### config.mk
export PLATFORM = sky130hd
export DESIGN_NAME = pei_mul
export DESIGN_NICKNAME = d
export VERILOG_FILES = /design/src/design/pei_mul.sv
export SDC_FILE = /design/constraint.sdc
export NUM_CORES = 2
export LEC_CHECK = 0
export BUFFER_PORTS_ARGS = -buffer_cell sky130_fd_sc_hd__buf_2
export CORE_MARGIN = 2
export CORE_UTILIZATION = 60
export CTS_BUF_LIST = sky130_fd_sc_hd__clkbuf_4
export DETAILED_ROUTE_END_ITERATION = 12
export PLACE_DENSITY_LB_ADDON = 0.2
export REMOVE_ABC_BUFFERS = 1
export SETUP_SLACK_MARGIN = 0.2
export SLEW_MARGIN = 20
export SYNTH_ARGS = -nofsm -noshare
export SYNTH_HDL_FRONTEND = slang
export SYNTH_SLANG_ARGS = --single-unit
export TNS_END_PERCENT = 30
### constraint.sdc
create_clock -name clk -period 13.7 [get_ports clk]
set_clock_uncertainty 0.2 [all_clocks]
set_input_delay 0.685 -clock clk [delete_from_list [all_inputs] [get_ports clk]]
set_output_delay 0.685 -clock clk [all_outputs]
set_load 0.01 [all_outputs]
### src/design/pei_mul.sv
// pei_mul: registered 32 x 32 unsigned multiplier shared by the sequencer
// no dependencies
module pei_mul (
	input logic clk,
	input logic [31:0] a,
	input logic [31:0] b,
	output logic [63:0] p
);
	logic [63:0] p_q;

	always_ff @(posedge clk) begin
		p_q <= 64'(a) * 64'(b);
	end

	assign p = p_q;
endmodule

=== After elaboration in Yosys (flattened, before gate mapping) ===
Index checks and enable logic that the tools add are counted.

* Word-level logic and storage cells: 2
* Register bits: 64
* Bits of input ports: 65
* Output and inout bits: 64

* Multiply operators: 1

{| class="wikitable"
|+ Operators by type and width
! kind !! count
|-
| $mul 32x32->64 || 1
|}

=== Depth between registers and ports, before layout ===
* Word-level depth: 1
* Gate-level depth with buffers: 29
* Gate-level depth less buffers: 27

=== Worst setup path before layout ===
OpenSTA, ideal clock, no wires.

* Kind: input port to flip-flop
* Start point: in a[25]
* End point: reg p_q[62] (netlist: p[62])
* Setup slack: 6.062 ns
* Setup time: 0.072 ns
* Required time: 13.428 ns
* Cell stages on the path: 25
* Buffers on the path: 2
* Arrival time: 7.366 ns
* Cell sequence: clkbuf_1 -> nand2_1 -> fa_1 -> inv_1 -> fa_1 -> inv_1 -> fa_1 -> inv_1 -> fa_1 -> fa_1 -> fa_1 -> fa_1 -> inv_1 -> fa_1 -> inv_1 -> ha_1 -> buf_2 -> nand4_1 -> or4_1 -> or3_1 -> a31oi_1 -> a31o_2 -> a211oi_1 -> o21ai_1 -> xor2_1

* Longest elaborated chain between the ends: 1

{| class="wikitable"
|+ RTL lines
! item !! line !! RTL
|-
| from (decl) || 5 || <nowiki>input logic [31:0] a,</nowiki>
|-
| $mul 32x32->64 || 12 || <nowiki>p_q <= 64'(a) * 64'(b);</nowiki>
|-
| to (signal assigned) || 12 ||
|-
| to (decl) || 9 || <nowiki>logic [63:0] p_q;</nowiki>
|}

No other way between the ends.

=== Worst setup path after layout ===
* Start point: in b[8]
* End point: reg p_q[62] (netlist: p[62])

* Longest elaborated chain between the ends: 1

{| class="wikitable"
|+ RTL lines
! item !! line !! RTL
|-
| from (decl) || 6 || <nowiki>input logic [31:0] b,</nowiki>
|-
| $mul 32x32->64 || 12 ||
|}

No other way between the ends.

==> impl_metrics.yaml <==
outcome:
  status: "completed"
logic_synthesis:
  synthArstFlopShare_pct: 0
  synth-seq-cells: 64
  yosysWarnings: 0
  ys_seq_area_share_pct: 3.69
  syn_area_mm2: 0.0347
  syn_avg_cell_area_um2: 9.25
  synthCells: 3748
  synth-edff-count: 0
  ys.flop_type: "dfxtp_1"
  ys_types: 57
timing:
  setup_tns_ns: 0
  max_freq_mhz: 119
  rsz0062_at_grt: "no"
  drv_slew: 0
  hold_slack_ns: 0.558
  finalSetupViolations: 0
  tightest_slew_ns: 0.902
  slew_headroom_pct: 39.5
  hold_violations: 0
  timing.final.crit_share_pct: 61.2
  fin_crit_ns: 8.39
worst_setup_path:
  path_common_cell: "fa_1"
  slowest_stage: "a31oi_1"
  worst_ep_arrival_time_ns: 8.67
  critPathBufInv: 6
  critPathTopFamily: "adder cells"
  critical_path_required_ns: 13.99
  crit_chain: "buf_2 -> nand2_1 -> fa_1 -> inv_1 -> fa_1 -> inv_1 -> fa_1 -> inv_1 -> fa_1 -> fa_1 -> fa_1 -> fa_1 -> inv_1 -> fa_1 -> inv_1 -> ha_1 -> nand4_1 -> or4_1 -> or3_1 -> a31oi_1 -> a31o_2 -> a211oi_1 -> o21ai_1 -> xor2_1"
  start_kind: "input pin"
  end_kind: "flop"
  slowest_delay_ns: 0.66
  criticalPathCategory: "input pin to flop"
  critPathMaxFanout: 32
  crit_start: "b[8]"
floorplanning:
  num_rows: 88
  fp.dieW_um: 244
  dieArea_mm2: 0.0597
  die_h_um: 244
  fp.coreArea_mm2: 0.0574
  io_pins: 129
  start_util_pct: 60.4
hold_path:
  hold_start: "a[0]"
  hold_path_class: "input pin to flop"
  min_path_cells: 3
  hold_path_end: "p[0]$_DFF_P_"
grt:
  antenna_found_initial: 2
  grt_max_degree: 33
  first_global_vias: 27100
  grt_first_pass_wirelength_mm: 146
  grt_util_all_layers_pct: 32.1
  overflow: 0
placed_design:
  dp.cells: 4433
  gp_congestion: 0.968
  place_hpwl_mm: 71.0
  io_buffer_count: 128
detailed_routing:
  drt_first_pass_iters: 5
  dr.first_iter.drc_count: 1545
  finalWirelength_mm: 89.9
  vias: 24800
  ant_nets: 0
  vias_per_cell: 5.58
  wl_per_cell_um: 20.2
  drc: 0
finish:
  nets: 4903
  final_util_pct: 62.2
  final_cell_mix: "896 x fa_1, 865 x inv_1, 602 x and2_1, 480 x nand2_1, 263 x ha_1"
  area_delta_synth_final_pct: 2.87
  fin_cells: 4451
  layout_commonest_cell: "fa_1"
  drive_gt1_share_pct: 4.64
  largest_reg_flops: 64
  fill_cells: 4836
clocking:
  cts_buffers: 9
  cts_tree: "built"
  clockBufferDepth: 2
  root_buffer: "clkbuf_4"
  clk_pin_slew_ns: 0.13
  cts_setup_buffers: 0
  clock-sinks: 64
  cts-htree-levels: 3
  postCtsHoldBufs: 0
  ctsResizeCount: 0
flow_run:
  drv_cap: 0
## synthesized netlist by cell type (all sizes together), types with 4 or more instances
| cell type | instances | share of area, % |
|---|---|---|
| ha | 263 | 9.5 |
| clkbuf | 213 | 2.3 |
| and2 | 602 | 11 |
| xor2 | 25 | 0.63 |
| nor3 | 7 | 0.10 |
| nor2 | 20 | 0.22 |
| and3 | 14 | 0.25 |
| o31ai | 5 | 0.23 |
| nand4 | 23 | 0.41 |
| fa | 896 | 52 |
| a21oi | 66 | 0.99 |
| dfxtp | 64 | 3.7 |
| a221oi | 4 | 0.25 |
| a21o | 40 | 0.87 |
| nand2 | 480 | 5.2 |
| buf | 7 | 0.097 |
| a31oi | 12 | 0.22 |
| nand3 | 10 | 0.14 |
| xnor2 | 35 | 0.88 |
| o21ai | 26 | 0.38 |
| a221o | 4 | 0.12 |
| o21bai | 11 | 0.25 |
| inv | 865 | 9.4 |
| o21a | 9 | 0.19 |
## area by class of cell
cell class | count | area, um2 | share of cell area [%]
Clock buffer | 12 | 90.1 | 0.253
Inverter | 865 | 3250 | 9.10
Multi-Input combinational cell | 2599 | 29300 | 82.2
Sequential cell | 64 | 1280 | 3.59
Tap cell | 765 | 957 | 2.68
Clock inverter | 4 | 45.0 | 0.126
Timing Repair Buffer | 140 | 731 | 2.05
Antenna cell | 2 | 5.00 | 0.0140
## cells by family (layout without fill, tap and decap cells)
| group | count (synthesis) | after routing | share of synthesized area [%] |
|---|---|---|---|
| multiplexers | 1 | 1 | 0.0289 |
| flip-flops | 64 | 64 | 3.69 |
| other | 0 | 2 | 0 |
| adder cells (fa/ha/maj) | 1159 | 1159 | 61.2 |
| AO/OA/AOI/OAI | 202 | 202 | 4.15 |
| buffers and inverters | 1085 | 1021 | 11.8 |
| AND/OR/NAND/NOR | 1177 | 1177 | 17.6 |
| XOR/XNOR | 60 | 60 | 1.52 |
## per-stage QoR
stage	instance area, um2	worst slack (ns)
3_3_place_gp	35500	4.93
5_1_grt	35700	5.13
2_1_floorplan	33800	6.35
4_1_cts	35700	5.49
6_report	35700	5.31
3_5_place_dp	35500	4.91
## how the worst max path moves through the flow
stage,end,cells past startpoint
after floorplan,p[62]$_DFF_P_,22
after global placement,p[62]$_DFF_P_,24
after detailed placement,p[62]$_DFF_P_,24
after CTS,p[62]$_DFF_P_,24
after global routing,p[62]$_DFF_P_,24
final,p[62]$_DFF_P_,24
## per-layer routing
metal | part of all wire, % | track usage [%]
met5 | 0 | 0
met4 | 2.9 | 8.86
met3 | 9.3 | 7.61
met2 | 47 | 52.3
met1 | 41 | 43.4
## worst min-delay path: stages
cell and delay, ns:
buf_2 0.09, buf_4 0.26, and2_1 0.20
Power is left out: the tool's default activity adds up to more than one toggle a clock period on the data nets, which glitch-free logic cannot reach.
