## src/design/pei_pkg.sv

```systemverilog
// pei_pkg: shared types, register indexes and saturation helpers
// for the particle euler integrator; no dependencies
package pei_pkg;

	localparam int FRAC_BITS_DEF = 16;
	localparam int DU_STEPS = 32;
	localparam int CFG_IDX_W = 3;

	localparam logic [CFG_IDX_W-1:0] REG_GRAV_X = 3'd0;
	localparam logic [CFG_IDX_W-1:0] REG_GRAV_Y = 3'd1;
	localparam logic [CFG_IDX_W-1:0] REG_GRAV_Z = 3'd2;
	localparam logic [CFG_IDX_W-1:0] REG_MASS = 3'd3;
	localparam logic [CFG_IDX_W-1:0] REG_FRICTION = 3'd4;
	localparam logic [CFG_IDX_W-1:0] REG_MAX_SPEED = 3'd5;
	localparam logic [CFG_IDX_W-1:0] REG_REST_SPEED = 3'd6;

	typedef struct packed {
		logic command;
		logic signed [31:0] force_x;
		logic signed [31:0] force_y;
		logic signed [31:0] force_z;
	} in_t;

	typedef struct packed {
		logic signed [31:0] pos_x;
		logic [30:0] pos_y;
		logic signed [31:0] pos_z;
		logic signed [31:0] vel_x;
		logic signed [31:0] vel_y;
		logic signed [31:0] vel_z;
	} out_t;

	// request to the shared divide / square root unit
	typedef struct packed {
		logic start;
		logic sqrt_mode;
	} du_ctl_t;

	typedef struct packed {
		logic busy;
		logic done;
		logic ovf;
	} du_stat_t;

	// signed result from a magnitude, saturated to 32 bits
	function automatic logic [31:0] sat_mag(input logic neg, input logic ovf,
			input logic [31:0] mag);
		logic [31:0] r;
		if (ovf) begin
			r = neg ? 32'h8000_0000 : 32'h7fff_ffff;
		end else if (neg) begin
			r = (mag > 32'h8000_0000) ? 32'h8000_0000 : (32'd0 - mag);
		end else begin
			r = mag[31] ? 32'h7fff_ffff : mag;
		end
		return r;
	endfunction

	function automatic logic [31:0] sat_add(input logic [31:0] a, input logic [31:0] b);
		logic [32:0] s;
		logic [31:0] r;
		s = {a[31], a} + {b[31], b};
		if (s[32] != s[31]) begin
			r = s[32] ? 32'h8000_0000 : 32'h7fff_ffff;
		end else begin
			r = s[31:0];
		end
		return r;
	endfunction

endpackage

```

## src/design/pei_divsqrt.sv

```systemverilog
// pei_divsqrt: shared iterative unit, restoring divide 64/32 or 64-bit
// integer square root, one result bit per cycle; uses pei_pkg
module pei_divsqrt (
	input logic clk,
	input logic arst_n,
	input pei_pkg::du_ctl_t ctl,
	input logic [63:0] num,
	input logic [31:0] den,
	output pei_pkg::du_stat_t stat,
	output logic [31:0] res
);
	localparam int CNT_W = $clog2(pei_pkg::DU_STEPS);

	logic busy_q, done_q, ovf_q, mode_q;
	logic [CNT_W-1:0] cnt_q;
	logic [34:0] rem_q;
	logic [63:0] sh_q;
	logic [31:0] acc_q, den_q;
	logic [34:0] t, d;
	logic ge;

	always_comb begin
		if (mode_q) begin
			t = {rem_q[32:0], sh_q[63:62]};
			d = {1'b0, acc_q, 2'b01};
		end else begin
			t = {rem_q[33:0], sh_q[63]};
			d = {3'b000, den_q};
		end
		ge = (t >= d);
	end

	always_ff @(posedge clk or negedge arst_n) begin
		if (!arst_n) begin
			busy_q <= 1'b0;
			done_q <= 1'b0;
			cnt_q <= '0;
		end else begin
			done_q <= 1'b0;
			if (ctl.start) begin
				busy_q <= 1'b1;
				cnt_q <= '0;
			end else if (busy_q) begin
				cnt_q <= cnt_q + 1'b1;
				if (cnt_q == CNT_W'(pei_pkg::DU_STEPS - 1)) begin
					busy_q <= 1'b0;
					done_q <= 1'b1;
				end
			end
		end
	end

	always_ff @(posedge clk) begin
		if (ctl.start) begin
			mode_q <= ctl.sqrt_mode;
			den_q <= den;
			acc_q <= '0;
			if (ctl.sqrt_mode) begin
				rem_q <= '0;
				sh_q <= num;
				ovf_q <= 1'b0;
			end else begin
				rem_q <= {3'b000, num[63:32]};
				sh_q <= {num[31:0], 32'd0};
				// quotient would not fit 32 bits
				ovf_q <= (num[63:32] >= den);
			end
		end else if (busy_q) begin
			rem_q <= ge ? (t - d) : t;
			acc_q <= {acc_q[30:0], ge};
			sh_q <= mode_q ? {sh_q[61:0], 2'b00} : {sh_q[62:0], 1'b0};
		end
	end

	assign stat.busy = busy_q;
	assign stat.done = done_q;
	assign stat.ovf = ovf_q;
	assign res = acc_q;
endmodule

```

## config.mk

```make
export PLATFORM = sky130hd
export DESIGN_NAME = pei_divsqrt
export DESIGN_NICKNAME = d
export VERILOG_FILES = /design/src/design/pei_pkg.sv /design/src/design/pei_divsqrt.sv
export SDC_FILE = /design/constraint.sdc
export NUM_CORES = 1
export LEC_CHECK = 0
export BUFFER_PORTS_ARGS = -buffer_cell sky130_fd_sc_hd__buf_2
export CAP_MARGIN = 20
export CELL_PAD_IN_SITES_DETAIL_PLACEMENT = 1
export CELL_PAD_IN_SITES_GLOBAL_PLACEMENT = 2
export CORE_AREA = 2 2 228 140
export DETAILED_ROUTE_END_ITERATION = 6
export DIE_AREA = 0 0 230 142
export GPL_TIMING_DRIVEN = 0
export PLACE_DENSITY_LB_ADDON = 0.1
export SLEW_MARGIN = 0
export SYNTH_ARGS = -nofsm -noshare
export SYNTH_HDL_FRONTEND = slang
export SYNTH_SLANG_ARGS = --single-unit
```

## constraint.sdc

```tcl
create_clock -name clk -period 5.3 [get_ports clk]
set_input_delay 0.53 -clock clk [delete_from_list [all_inputs] [get_ports clk]]
set_output_delay 0.53 -clock clk [all_outputs]
set_load 0.005 [all_outputs]
```

Word level (Yosys, flattened, before mapping)

Cells that the tools add are included.

Add/sub/neg operators: 2
$mul: 0
Div/mod/pow operators: 0
$lt $le $gt $ge: 2
Eq/ne operators: 1
Shift operators: 0
Mux-type cells: 18
Bitwise operators: 0
Reduce and logical (&&, ||, !) cells: 1

Operators with widths:

| kind                                                          | number |
|---|---|
| 64-bit two-way mux                                            | 4 |
| 34-bit two-way mux                                            | 4 |
| 35-bit by 34-bit >= comparator with 1-bit output              | 1 |
| 35-bit two-way mux                                            | 1 |
| 34-bit subtractor                                             | 1 |
| 32-bit >= comparator                                          | 1 |
| 32-bit two-way mux                                            | 1 |
| 5-bit two-way mux                                             | 2 |
| 1-bit two-way mux                                             | 6 |
| 5-bit by 1-bit adder with 5-bit output, second input constant | 1 |
| 5-bit == test, second input constant                          | 1 |
| 2-bit nonzero test                                            | 1 |

Flip-flop bits (word level): 171
Bits in latches: 0
Memory bits (writable): 0
Memory bits (read-only): 0
Input port bits: 100
Output and inout bits: 35
Memories kept: 0

Longest topological paths before layout

Word-level depth: 5
Mapped depth: 18
Mapped depth without buffers: 12

Worst setup path before layout

Ideal clock, no wire load.

Kind: register -> register
From: reg mode_q
To: reg rem_q[10] (data pin)
Setup time: 0.261 ns
Arrival: 4.211 ns
Required time: 5.039 ns
Setup slack: 0.828 ns
Stages on the path, launching flop included: 19
Buffers on the path: 8
Period minus slack after synthesis: 4.472 ns
Cells stage by stage: edfxtp_1 clkbuf_1 clkbuf_1 buf_2 buf_2 buf_2 mux2i_1 ha_1 buf_6 a21oi_4 o21ai_2 a221o_1 a221o_1 o21ai_2 a21o_1 buf_6 nand2_4 buf_6 a221o_1

Cells in the longest elaborated chain, start to end: 5
Elaborated cells on any way between the ends: 7
Those cells by class: add/sub (1); order compare (1); mux (5)

RTL lines:

| item                                                                                  | RTL line                             | source |
|---|---|---|
| start, declared                                                                       | pei_divsqrt.sv:14                    | `logic busy_q, done_q, ovf_q, mode_q;` |
| start signal, assigned                                                                | pei_divsqrt.sv:55                    | `mode_q <= ctl.sqrt_mode;` |
| 35-bit two-way mux or 34-bit two-way mux (tied branches)                              | pei_divsqrt.sv:23                    | `if (mode_q) begin` |
| 34-bit subtractor or 35-bit by 34-bit >= comparator with 1-bit output (tied branches) | pei_divsqrt.sv:69, pei_divsqrt.sv:30 |  |
| 34-bit two-way mux *                                                                  | pei_divsqrt.sv:69                    | `rem_q <= ge ? (t - d) : t;` |
| 34-bit two-way mux *                                                                  | pei_divsqrt.sv:68                    | `end else if (busy_q) begin` |
| 34-bit two-way mux *                                                                  | pei_divsqrt.sv:54                    | `if (ctl.start) begin` |
| end signal, assigned                                                                  | pei_divsqrt.sv:63                    | `rem_q <= {3'b000, num[63:32]};` |
| end signal, assigned                                                                  | pei_divsqrt.sv:69                    |  |
| end, declared                                                                         | pei_divsqrt.sv:16                    | `logic [34:0] rem_q;` |

Mark *: on every way between the ends. The rest lies on a longest branch, timed or not. The select of a mux whose other input is x is not followed.
A chain may end at the register's enable or synchronous reset.

Worst setup path in the final report

From: reg mode_q
To: reg rem_q[33] (data pin)

The elaborated chain is that of the path after synthesis.

==> impl_metrics.env <==
export IMPL_status="completed"
export IMPL_detail_route_wl_per_cell_um=25.4
export IMPL_drt_vias_per_instance=5.76
export IMPL_worst_ir_drop_vdd_v=0.000258
export IMPL_startpoint_type="flip-flop"
export IMPL_cts_max_level=4
export IMPL_synth_common_cells="edfxtp_1, mux2i_1, nand2_1"
export IMPL_fp_dieW_um=230
export IMPL_port_buffers=134
export IMPL_power_density_nw_per_um2=475
export IMPL_core_area_um2=30700
export IMPL_synth_most_common_cell="edfxtp_1"
export IMPL_row_count=50
export IMPL_critPathRequiredTime_ns=5.52
export IMPL_tritoncts="yes"
export IMPL_final_period_utilization=0.979
export IMPL_dp_cells=1709
export IMPL_wl_um=44200
export IMPL_synthArstFlopShare=0.0409
export IMPL_worst_setup_path_type="flip-flop to flip-flop"
export IMPL_skew_ns=0.0127
export IMPL_crit_path_end_kind="flip-flop"
export IMPL_drc=0
export IMPL_yosysSeqAreaShare=0.416
export IMPL_die_y_um=142
export IMPL_antenna_left=0
export IMPL_ys_flop_type="edfxtp_1"
export IMPL_cp_cell_sequence="buf_4 -> buf_2 -> clkbuf_4 -> buf_4 -> buf_4 -> mux2i_1 -> ha_1 -> and4_1 -> nand3_1 -> a211o_1 -> a31o_2 -> a2111oi_2 -> o21ai_0 -> a21o_1 -> a41o_1"
export IMPL_nFillCells=3560
export IMPL_clkSinkCount=171
export IMPL_cpMaxStageDelayCell="a2111oi_2"
export IMPL_synth_area_leaders="edfxtp_1, mux2i_1, ha_1"
export IMPL_slew_headroom=0.280
export IMPL_area_delta_synth_final_pct=16.2
export IMPL_critPathMaxFanout=10
export IMPL_slowest_delay_ns=0.68
export IMPL_arrival_ns=5.41
export IMPL_fmax_mhz=193
export IMPL_layout_drive_gt1_share=0.188
export IMPL_drv_cap=0
export IMPL_ios=135
export IMPL_start_util=0.375
export IMPL_clkTransAtPathRegs_ns=0.07
export IMPL_numCtsBuffers=17
export IMPL_drtIter0Drc=749
export IMPL_synthCells=1158
export IMPL_fin_nets=1483
export IMPL_grt_use_total=0.272
export IMPL_synth_avg_cell_area_um2=9.93
export IMPL_hold_viol_final=0
export IMPL_antenna_found_initial=0
export IMPL_dieArea_um2=32700
export IMPL_dr_total_vias=10000
export IMPL_grt_pass1_wl_um=65400
export IMPL_yosysWarnings=0
export IMPL_setup_violations=0
export IMPL_gr_total_overflow=0
export IMPL_grt_max_degree=60
export IMPL_dr_pass1_iters=5
export IMPL_synth_area_um2=11500
export IMPL_post_dp_hpwl_um=34200
export IMPL_synth_seq_cells=171
export IMPL_gp_congestion=0.889
export IMPL_hp_class="input pin to flip-flop"
export IMPL_syn_num_nets=1327
export IMPL_seq_area_um2=4780
export IMPL_tightest_slew_ns=1.08
export IMPL_rsz0062_at_grt="yes"
export IMPL_drv_slew=0
export IMPL_leakagePower_nw=5.92
export IMPL_post_route_util=0.436
export IMPL_crit_top_cell="buf_4"
export IMPL_p_total_mw=6.35
export IMPL_fin_crit_ns=5.19
export IMPL_cts_root_buf="clkbuf_16"
export IMPL_clk_insertion_delay_late_ns=0.46
export IMPL_synth_distinct_cells=66
export IMPL_synth_top_area_frac=0.345
export IMPL_clock_path_buffers=2
export IMPL_grt_pass1_vias=10000
export IMPL_synth_edf_count=132
export IMPL_yosysTopAreaCell="edfxtp_1"
export IMPL_final_cells=1744
export IMPL_multiInputGateArea_um2=6260
-- area by class of cell --
class | count | share of cell area
Multi-Input combinational cell | 861 | 0.468
Sequential cell | 171 | 0.358
Timing Repair Buffer | 141 | 0.0552
Tap cell | 416 | 0.0389
Clock buffer | 18 | 0.0328
Buffer | 78 | 0.0267
Inverter | 44 | 0.0124
Clock inverter | 14 | 0.00805
Antenna cell | 1 | 0.000187
-- report_power, final --
part	total, mW	switching, mW	internal, mW
clock	1.24	0.617	0.624
combinational	3.26	2.03	1.23
sequential	1.85	0.123	1.73
total	6.35	2.77	3.58
-- metrics by stage --
step,setup TNS [ns],hold WS (ns),area (um^2),worst slack (ns)
2_1_floorplan,0,0.234,11500,0.828
3_3_place_gp,-196.93,0.374,12700,-1.59
3_5_place_dp,-43.98,0.377,12700,-1.39
4_1_cts,0,0.243,13300,0.0417
5_1_grt,-0.000148,0.256,13400,-0.000148
6_report,0,0.261,13400,0.112
-- cells by family after synthesis --
kind of cell,Yosys count,share of synthesized area
muxes,161,0.144
and+or+nand+nor,311,0.128
AOI/OAI and AO/OA,296,0.173
adders and majority gates,69,0.0757
DFF,171,0.416
buffers and inverters,126,0.0454
xor gates and xnor gates,24,0.0183
-- routing by layer --
metal	vias to the layer above	part of all wire	GRT usage
met5	-	0	0
met4	0	0.0098	0.0496
met3	29	0.087	0.0669
met2	331	0.40	0.375
met1	5024	0.51	0.426
li1	4655	-	-
-- critical path: cells and delay by family (launching register included) --
family / cells / cell delay (ns)
AOI/OAI and AO/OA: 6 / 2.11
buffers and inverters: 5 / 1.44
and+or+nand+nor: 2 / 0.40
muxes: 1 / 0.36
DFF: 1 / 0.33
adders and majority gates: 1 / 0.29
-- repair_timing --
action,4_1_cts,5_1_grt
pin swaps,1,0
endpoints found under the setup margin,35,34
gates cloned,0,0
endpoints found under the hold margin,7,0
setup buffers,5,0
hold buffers,1,0
gates resized for setup,13,8
-- cells in the final DEF (no fill, tap or decap), types with 12 or more instances in the layout --
master and count:
a211oi_1 42, a21o_1 27, a21oi_1 70, a221o_1 15, buf_2 144, clkbuf_1 45, clkbuf_16 17, dfxtp_1 32
edfxtp_1 132, ha_1 68, inv_1 44, mux2_2 34, mux2i_1 124, nand2_1 106, nand3_1 12, nand4_1 16
nor2_1 72, nor2b_1 36, nor3_1 30, o211ai_1 19, o21ai_0 54, xnor2_1 14
-- final timing paths --
kind                       cells after the start            startpoint                      end  slack [ns]
max in group asynchronous                      2                arst_n     cnt_q[4]$_DFFE_PN0P_        4.68
hold reg to reg                                2  res[10]$_SDFFE_PP0P_     res[10]$_SDFFE_PP0P_        0.54
setup reg to reg                              15      mode_q$_DFFE_PP_  rem_q[33]$_SDFFCE_PP0P_        0.11
hold / removal                                 1               den[22]      den_q[22]$_DFFE_PP_        0.26
setup / recovery                              15      mode_q$_DFFE_PP_  rem_q[33]$_SDFFCE_PP0P_        0.11
min in group asynchronous                      2                arst_n         done_q$_DFF_PN0_        0.46
-- registers in the layout, indices dropped and copies added (netlist names) --
register / flops
den_q: 32
sh_q: 64
done_q: 1
ovf_q: 1
busy_q: 1
cnt_q: 5
mode_q: 1
res: 32
rem_q: 34
Power figures use the tool's default switching activity.
